$ cat src/rtl/mtke_pkg.sv
// Shared types and constants for the multi-tap keypad entry block.
// Used by mtke_decode, mtke_tap and multitap_keypad_entry; no dependencies.
package mtke_pkg;

   localparam int KEY_W    = 6;
   localparam int CHAR_W   = 8;
   localparam int STATUS_W = 3;

   localparam logic [CHAR_W-1:0] TIMEOUT_RESET = 8'd10;

   localparam logic [KEY_W-1:0] FIRST_DIRECT_KEY = 6'd13;

   localparam logic [STATUS_W-1:0] ST_NONE      = 3'd0;
   localparam logic [STATUS_W-1:0] ST_FIRST     = 3'd1;
   localparam logic [STATUS_W-1:0] ST_CYCLED    = 3'd2;
   localparam logic [STATUS_W-1:0] ST_COMMITTED = 3'd3;
   localparam logic [STATUS_W-1:0] ST_DIRECT    = 3'd4;

   typedef struct packed {
      logic [STATUS_W-1:0] status;
      logic [CHAR_W-1:0]   out_char;
      logic                char_written;
   } result_type;

endpackage

$ cat src/rtl/mtke_decode.sv
// Key decoder: turns the four column readings into a key code.
// Depends on mtke_pkg.
module mtke_decode (
   input  logic [3:0]              scan_col0,
   input  logic [3:0]              scan_col1,
   input  logic [3:0]              scan_col2,
   input  logic [3:0]              scan_col3,
   output logic [mtke_pkg::KEY_W-1:0] key
);
   import mtke_pkg::*;

   localparam logic [KEY_W-1:0] MAP_NORMAL [17] = '{
      6'd0, 6'd1, 6'd2, 6'd3, 6'd13, 6'd4, 6'd5, 6'd6, 6'd14,
      6'd7, 6'd8, 6'd9, 6'd15, 6'd10, 6'd11, 6'd12, 6'd16};
   localparam logic [KEY_W-1:0] MAP_SHIFT [17] = '{
      6'd0, 6'd21, 6'd22, 6'd23, 6'd33, 6'd24, 6'd25, 6'd26, 6'd34,
      6'd27, 6'd28, 6'd29, 6'd35, 6'd30, 6'd31, 6'd32, 6'd36};

   logic [3:0] cols [4];
   logic [3:0] col_bits;
   logic [4:0] key_idx;
   logic       shift;

   assign cols[0] = scan_col0;
   assign cols[1] = scan_col1;
   assign cols[2] = scan_col2;
   assign cols[3] = scan_col3;

   // A column counts only with exactly one row pressed; later columns win.
   always_comb begin
      key_idx  = '0;
      shift    = 1'b0;
      col_bits = '0;
      for (int i = 0; i < 4; i++) begin
         col_bits = cols[i];
         if (i == 3 && col_bits[0]) begin
            shift    = 1'b1;
            col_bits = col_bits & 4'hE;
         end
         if (col_bits == 4'h1) key_idx = 5'(i * 4 + 4);
         if (col_bits == 4'h2) key_idx = 5'(i * 4 + 3);
         if (col_bits == 4'h4) key_idx = 5'(i * 4 + 2);
         if (col_bits == 4'h8) key_idx = 5'(i * 4 + 1);
      end
   end

   assign key = shift ? MAP_SHIFT[key_idx] : MAP_NORMAL[key_idx];

endmodule

$ cat src/rtl/mtke_tap.sv
// Multi-tap state machine: holds the tap state and forms one result per item.
// Depends on mtke_pkg.
module mtke_tap (
   input  logic                          clock,
   input  logic                          reset,
   input  logic                          step,
   input  logic                          text_mode,
   input  logic [mtke_pkg::KEY_W-1:0]    key,
   input  logic [mtke_pkg::CHAR_W-1:0]   tap_timeout,
   output mtke_pkg::result_type          result
);
   import mtke_pkg::*;

   localparam logic [3:0] PH_IDLE    = 4'd0;
   localparam logic [3:0] PH_START   = 4'd1;
   localparam logic [3:0] PH_TENT    = 4'd2;
   localparam logic [3:0] PH_COMMIT  = 4'd3;
   localparam logic [3:0] PH_CYCLE   = 4'd4;
   localparam logic [3:0] PH_RESTART = 4'd10;

   localparam logic [7:0] ROW_CHARS [16][8] = '{
      '{8'h2A, 8'h31, 8'h00, 8'h00, 8'h00, 8'h00, 8'h00, 8'h00},
      '{8'h61, 8'h62, 8'h63, 8'h32, 8'h00, 8'h00, 8'h00, 8'h00},
      '{8'h64, 8'h65, 8'h66, 8'h33, 8'h00, 8'h00, 8'h00, 8'h00},
      '{8'h67, 8'h68, 8'h69, 8'h34, 8'h00, 8'h00, 8'h00, 8'h00},
      '{8'h6A, 8'h6B, 8'h6C, 8'h35, 8'h00, 8'h00, 8'h00, 8'h00},
      '{8'h6D, 8'h6E, 8'h6F, 8'h36, 8'h00, 8'h00, 8'h00, 8'h00},
      '{8'h70, 8'h71, 8'h72, 8'h73, 8'h37, 8'h00, 8'h00, 8'h00},
      '{8'h74, 8'h75, 8'h76, 8'h38, 8'h00, 8'h00, 8'h00, 8'h00},
      '{8'h77, 8'h78, 8'h79, 8'h7A, 8'h39, 8'h00, 8'h00, 8'h00},
      '{8'h23, 8'h24, 8'h40, 8'h2A, 8'h3F, 8'h00, 8'h00, 8'h00},
      '{8'h30, 8'h2E, 8'h2C, 8'h21, 8'h00, 8'h00, 8'h00, 8'h00},
      '{8'h28, 8'h29, 8'h5F, 8'h26, 8'h25, 8'h00, 8'h00, 8'h00},
      '{8'h00, 8'h00, 8'h00, 8'h00, 8'h00, 8'h00, 8'h00, 8'h00},
      '{8'h00, 8'h00, 8'h00, 8'h00, 8'h00, 8'h00, 8'h00, 8'h00},
      '{8'h00, 8'h00, 8'h00, 8'h00, 8'h00, 8'h00, 8'h00, 8'h00},
      '{8'h00, 8'h00, 8'h00, 8'h00, 8'h00, 8'h00, 8'h00, 8'h00}};
   localparam logic [2:0] ROW_LEN [16] = '{
      3'd2, 3'd4, 3'd4, 3'd4, 3'd4, 3'd4, 3'd5, 3'd4,
      3'd5, 3'd5, 3'd4, 3'd5, 3'd1, 3'd1, 3'd1, 3'd1};

   logic [KEY_W-1:0]  prev_key_ff, prev_key_in;
   logic [1:0]        tap_phase_ff, tap_phase_in;
   logic [CHAR_W-1:0] tap_timer_ff, tap_timer_in;
   logic [3:0]        pressed_key_ff, pressed_key_in;
   logic [3:0]        held_key_ff, held_key_in;
   logic [2:0]        letter_pos_ff, letter_pos_in;
   logic [CHAR_W-1:0] pending_char_ff, pending_char_in;

   logic [3:0]          phase;
   logic [3:0]          row;
   logic [2:0]          next_pos;
   logic                press_edge;
   logic [STATUS_W-1:0] status;

   assign press_edge = (key != '0) && (prev_key_ff == '0);

   always_comb begin
      prev_key_in     = prev_key_ff;
      tap_phase_in    = tap_phase_ff;
      tap_timer_in    = tap_timer_ff;
      pressed_key_in  = pressed_key_ff;
      held_key_in     = held_key_ff;
      letter_pos_in   = letter_pos_ff;
      pending_char_in = pending_char_ff;
      phase           = {2'b00, tap_phase_ff};
      row             = '0;
      next_pos        = '0;
      status          = ST_NONE;
      result          = '0;
      if (text_mode) begin
         prev_key_in = key;
         if (key >= FIRST_DIRECT_KEY) begin
            if (press_edge) begin
               result.status       = ST_DIRECT;
               result.out_char     = CHAR_W'(key);
               result.char_written = 1'b1;
            end
         end else begin
            if (press_edge) begin
               pressed_key_in = key[3:0];
               if (phase == PH_IDLE) begin
                  phase = PH_START;
               end else if (key[3:0] != held_key_ff) begin
                  phase = PH_RESTART;
               end else begin
                  phase = PH_CYCLE;
               end
            end
            row = pressed_key_in - 4'd1;
            if (phase == PH_START) begin
               tap_timer_in    = tap_timeout;
               phase           = PH_TENT;
               letter_pos_in   = '0;
               pending_char_in = ROW_CHARS[row][0];
               held_key_in     = pressed_key_in;
               status          = ST_FIRST;
            end
            if (phase == PH_TENT) begin
               if (tap_timer_in != '0) begin
                  tap_timer_in = tap_timer_in - 8'd1;
               end else begin
                  phase = PH_COMMIT;
               end
            end
            if (phase == PH_COMMIT) begin
               phase  = PH_IDLE;
               status = ST_COMMITTED;
            end
            if (phase == PH_CYCLE) begin
               tap_timer_in = tap_timeout;
               phase        = PH_TENT;
               next_pos     = letter_pos_ff + 3'd1;
               if (next_pos >= ROW_LEN[row]) begin
                  next_pos = '0;
               end
               letter_pos_in   = next_pos;
               pending_char_in = ROW_CHARS[row][next_pos];
               status          = ST_CYCLED;
            end
            if (phase == PH_RESTART) begin
               phase  = PH_START;
               status = ST_COMMITTED;
            end
            tap_phase_in        = phase[1:0];
            result.status       = status;
            result.out_char     = pending_char_in;
            result.char_written = 1'b1;
         end
      end
   end

   always_ff @(posedge clock) begin
      if (reset) begin
         prev_key_ff     <= '0;
         tap_phase_ff    <= '0;
         tap_timer_ff    <= '0;
         pressed_key_ff  <= '0;
         held_key_ff     <= '0;
         letter_pos_ff   <= '0;
         pending_char_ff <= '0;
      end else if (step) begin
         prev_key_ff     <= prev_key_in;
         tap_phase_ff    <= tap_phase_in;
         tap_timer_ff    <= tap_timer_in;
         pressed_key_ff  <= pressed_key_in;
         held_key_ff     <= held_key_in;
         letter_pos_ff   <= letter_pos_in;
         pending_char_ff <= pending_char_in;
      end
   end

   a_first_leaves_tentative: assert property (@(posedge clock) disable iff (reset)
      step && result.status == ST_FIRST |=> tap_phase_ff == PH_TENT[1:0])
      else $error("first tentative item did not leave the machine tentative");

   a_phase_never_commit: assert property (@(posedge clock) disable iff (reset)
      tap_phase_ff != PH_COMMIT[1:0])
      else $error("commit phase was stored");

   a_idle_holds_state: assert property (@(posedge clock) disable iff (reset)
      !step |=> $stable(tap_phase_ff) && $stable(prev_key_ff) && $stable(pending_char_ff))
      else $error("tap state changed without an item");

   a_text_off_holds: assert property (@(posedge clock) disable iff (reset)
      step && !text_mode |=> $stable(tap_phase_ff) && $stable(prev_key_ff))
      else $error("tap state changed while text mode was off");

   a_pos_in_row: assert property (@(posedge clock) disable iff (reset)
      letter_pos_ff < 3'd5)
      else $error("letter position beyond the longest row");

endmodule

$ cat src/rtl/multitap_keypad_entry.sv
// Multi-tap keypad text entry block: input register, decode and tap logic,
// result register. The only loop is the tap state update.
// Throughput is one item per cycle while the output is not stalled.
// Synchronous active-high reset empties both registers, clears the tap state
// and sets the tap timeout to 10 poll ticks. Depends on mtke_pkg, mtke_decode, mtke_tap.
module multitap_keypad_entry (
   input  logic                              clock,
   input  logic                              reset,
   input  logic                              req_valid,
   output logic                              req_stall,
   input  logic [3:0]                        req_scan_col0,
   input  logic [3:0]                        req_scan_col1,
   input  logic [3:0]                        req_scan_col2,
   input  logic [3:0]                        req_scan_col3,
   input  logic                              req_text_mode,
   output logic                              rsp_valid,
   input  logic                              rsp_stall,
   output logic [mtke_pkg::STATUS_W-1:0]     rsp_status,
   output logic [mtke_pkg::CHAR_W-1:0]       rsp_out_char,
   output logic                              rsp_char_written,
   input  logic                              csr_wr_en,
   input  logic [mtke_pkg::CHAR_W-1:0]       csr_wr_data
);
   import mtke_pkg::*;

   logic              in_valid_ff;
   logic [3:0]        col0_ff, col1_ff, col2_ff, col3_ff;
   logic              text_mode_ff;
   logic [CHAR_W-1:0] tap_timeout_ff;
   logic              rsp_valid_ff;
   result_type        rsp_ff;
   result_type        result;
   logic [KEY_W-1:0]  key;
   logic              advance;
   logic              accept;

   assign advance   = in_valid_ff && (!rsp_valid_ff || !rsp_stall);
   assign req_stall = in_valid_ff && !advance;
   assign accept    = req_valid && !req_stall;

   always_ff @(posedge clock) begin
      if (reset) begin
         in_valid_ff <= 1'b0;
      end else if (accept) begin
         in_valid_ff <= 1'b1;
      end else if (advance) begin
         in_valid_ff <= 1'b0;
      end
   end

   always_ff @(posedge clock) begin
      if (accept) begin
         col0_ff      <= req_scan_col0;
         col1_ff      <= req_scan_col1;
         col2_ff      <= req_scan_col2;
         col3_ff      <= req_scan_col3;
         text_mode_ff <= req_text_mode;
      end
   end

   always_ff @(posedge clock) begin
      if (reset) begin
         tap_timeout_ff <= TIMEOUT_RESET;
      end else if (csr_wr_en) begin
         tap_timeout_ff <= csr_wr_data;
      end
   end

   mtke_decode u_decode (
      .scan_col0 (col0_ff),
      .scan_col1 (col1_ff),
      .scan_col2 (col2_ff),
      .scan_col3 (col3_ff),
      .key       (key)
   );

   mtke_tap u_tap (
      .clock       (clock),
      .reset       (reset),
      .step        (advance),
      .text_mode   (text_mode_ff),
      .key         (key),
      .tap_timeout (tap_timeout_ff),
      .result      (result)
   );

   always_ff @(posedge clock) begin
      if (reset) begin
         rsp_valid_ff <= 1'b0;
      end else if (advance) begin
         rsp_valid_ff <= 1'b1;
      end else if (!rsp_stall) begin
         rsp_valid_ff <= 1'b0;
      end
   end

   always_ff @(posedge clock) begin
      if (advance) begin
         rsp_ff <= result;
      end
   end

   assign rsp_valid        = rsp_valid_ff;
   assign rsp_status       = rsp_ff.status;
   assign rsp_out_char     = rsp_ff.out_char;
   assign rsp_char_written = rsp_ff.char_written;

endmodule

$ cat config.mk
export PLATFORM = sky130hd
export DESIGN_NAME = multitap_keypad_entry
export DESIGN_NICKNAME = d
export VERILOG_FILES = /design/src/rtl/mtke_pkg.sv /design/src/rtl/mtke_decode.sv /design/src/rtl/mtke_tap.sv /design/src/rtl/multitap_keypad_entry.sv
export SDC_FILE = /design/constraint.sdc
export NUM_CORES = 1
export LEC_CHECK = 0
export ABC_AREA = 1
export BUFFER_PORTS_ARGS = -buffer_cell sky130_fd_sc_hd__buf_2
export CORE_MARGIN = 10
export CORE_UTILIZATION = 55
export CTS_CLUSTER_SIZE = 20
export DETAILED_ROUTE_END_ITERATION = 10
export PLACE_DENSITY = 0.84
export SKIP_CTS_REPAIR_TIMING = 1
export SYNTH_ARGS = -nofsm -noshare
export SYNTH_HDL_FRONTEND = slang
export SYNTH_SLANG_ARGS = --single-unit
export TNS_END_PERCENT = 30
$ cat constraint.sdc
create_clock -name clock -period 10.1 [get_ports clock]
set_input_delay 0.505 -clock clock [delete_from_list [all_inputs] [get_ports clock]]
set_output_delay 0.505 -clock clock [all_outputs]
set_load 0.01 [all_outputs]
==> metrics.cfg <==
[critical_path]
reg2reg_to=rsp_out_char[0]
cp_common_cell=nand2_1
arrival_ns=7.52
startpoint=col0_ff[2]
setup.worst_path.end=rsp_out_char[0]
reg2reg_depth=43
required_ns=10.31
worstPathMaxFanout=18
critPathKind=flip-flop to flip-flop
slowest_delay_ns=0.69
end_kind=flip-flop
r2r-start=col0_ff[2]
ff2ff_setup_slack_ns=2.79
cpMaxStageDelayCell=ha_1
critPathLaunchType=flip-flop

[cts]
clkTransAtPathRegs_ns=0.09
clock_sink_count=74
ctsLongestPathBuffers=2
cts_tree=done
cts-root-buf=clkbuf_8
htreeDepth=3
clock_latency_ns=0.36
numCtsBuffers=9

[route]
vias=5009
totalWireLength_mm=13.43
routed_via_density=5.615
postRouteAntennaNets=0
post-route-drc-count=0
wire_per_inst_um=15.05
first_pass_iters=5
first_iter_violations=332

[placed_design]
place_ws_ns=2.904
port-buffer-count=43
gp_congestion=0.9745
post-dp-hpwl_mm=10.15

[synth]
yosysWarnings=0
synth_cells=741
synth_seq_cells=74
postSynthAreaPerCell_um2=6.759
netlist_area_um2=5009
synth_top_area_share_pct=17.99
yosysUniqueCellTypes=46
synth.area.top_cells=dfxtp_1 18%, edfxtp_1 17%, nand2_1 16%, nand3_1 8.3%, inv_1 7.0%
synth_edf_count=29
synth_nets=786
ys.flop_type=dfxtp_1
synth_top_cell_by_area=dfxtp_1
synth_seq_area_share_pct=35.37
async_flop_share_pct=0

[global_route]
grt_max_degree=31
antenna_found_initial=0
grt_pass1_vias=4749
grt_pass1_wl_mm=22.29
grt_usage_pct=20.55
grt-ovfl-total=0

[cells_and_area]
layout.nets=824
drive_above_1_share_pct=14.54
final_cell_mix=214 x nand2_1, 94 x inv_1, 83 x nand3_1
area_delta_synth_final_pct=9.618
mostFrequentLayoutCell=nand2_1
antenna_cells=0

[sta]
timing.final.ws_setup_ns=2.790
setup_viol=0
finClkSkew_ns=0.01050
tns_ns=0
min_period_over_period_pct=72.37
hold_ws_ns=0.3176
rsz0062_at_grt=false
relSlewSlack_pct=46.08
hold_viol_final=0
layout_min_cycle_time_ns=7.310
max_freq_ghz=0.1368
worst_pin_slew_ns=0.8059
slew_violations=0

[run]
cap_violations=0

[power]
p_total_mw=1.301
ir_drop_mv=0.1260
leakagePower_nw=2.678
p_per_area_nw_per_um2=237.0

[floorplanning]
core-area_um2=8806
dieArea_um2=13320
io_pins=44
start_util_pct=56.88
die_x_um=115.4
rows=34
dieHeight_um=115.4

[status]
status=complete, no violations

[min_path]
hp-class=primary input to flip-flop

-- logic make-up after synthesis --
kind of cell	after synthesis	share of synthesized area, %
and+or+nand+nor	415	37.55
adders and majority gates	15	3.747
xor gates and xnor gates	2	0.3498
buffers and inverters	121	9.843
DFF	74	35.37
AOI/OAI and AO/OA	114	13.14
-- sequential cells by signal, indices dropped and copies added, names as in the netlist, 6 cells and up --
| register | flops |
|---|---|
| rsp_out_char | 8 |
| tap_timeout_ff | 8 |
| u_tap.pending_char_ff | 8 |
| u_tap.prev_key_ff | 6 |
| u_tap.tap_timer_ff | 8 |
-- cells in the mapped netlist, drive strengths merged (3+ instances only) --
cell type,instances
nand3,88
nand2,237
o211ai,7
ha,15
nor3,4
dfxtp,45
nand4,11
clkinv,6
or2,5
nand3b,6
clkbuf,9
nor2,60
o21ai,51
o21bai,3
edfxtp,29
inv,97
a21oi,46
buf,9
-- final cells by class --
type | count | area, µm²
Inverter | 103 | 391.6
Clock buffer | 10 | 148.9
Clock inverter | 6 | 68.82
Multi-Input combinational cell | 546 | 2744
Sequential cell | 74 | 1772
Tap cell | 108 | 135.1
Fill cell | 800 | 3316
Timing Repair Buffer | 45 | 230.2
-- worst max-delay path: cells and delay by family, from the launching register on --
family	cells	cell delay, ns
buf+inv	6	1.21
compound gates	6	0.84
fa+ha+maj	4	1.46
flops	1	0.42
simple gates	27	3.22
-- power by group --
| group | switching [mW] | internal (mW) |
|---|---|---|
| combinational | 0.489 | 0.216 |
| clock | 0.124 | 0.131 |
| sequential | 0.00903 | 0.332 |
| total | 0.622 | 0.679 |
-- per-stage QoR --
step / cell area, µm² / instances / util [%]
3_3_place_gp: 5273 / 876 / 59.88
5_1_grt: 5490 / 892 / 62.35
6_report: 5490 / 892 / 62.35
2_1_floorplan: 5009 / 741 / -
4_1_cts: 5490 / 892 / 62.35
3_5_place_dp: 5273 / 876 / 59.88
-- worst min path at each step --
stage	start	end	slack, ns	depth (start not counted)
2_1_floorplan	u_tap.pending_char_ff[7]	u_tap.pending_char_ff[7]	0.42	2
3_3_place_gp	u_tap.pending_char_ff[7]	u_tap.pending_char_ff[7]	0.44	2
3_5_place_dp	u_tap.pending_char_ff[7]	u_tap.pending_char_ff[7]	0.44	2
4_1_cts	req_scan_col3[0]	col3_ff[0]	0.31	1
5_1_grt	req_scan_col3[2]	col3_ff[2]	0.31	1
6_report	req_scan_col3[0]	col3_ff[0]	0.32	1
-- routing by layer --
metal / up-vias / share of wire (%) / global-route usage, %
met5: - / 0 / 0
met4: 0 / 3.0 / 8.446
met3: 34 / 5.5 / 2.997
met2: 182 / 48 / 35.51
met1: 2304 / 43 / 25.10
li1: 2489 / - / -
(Power assumes the default switching activity.)
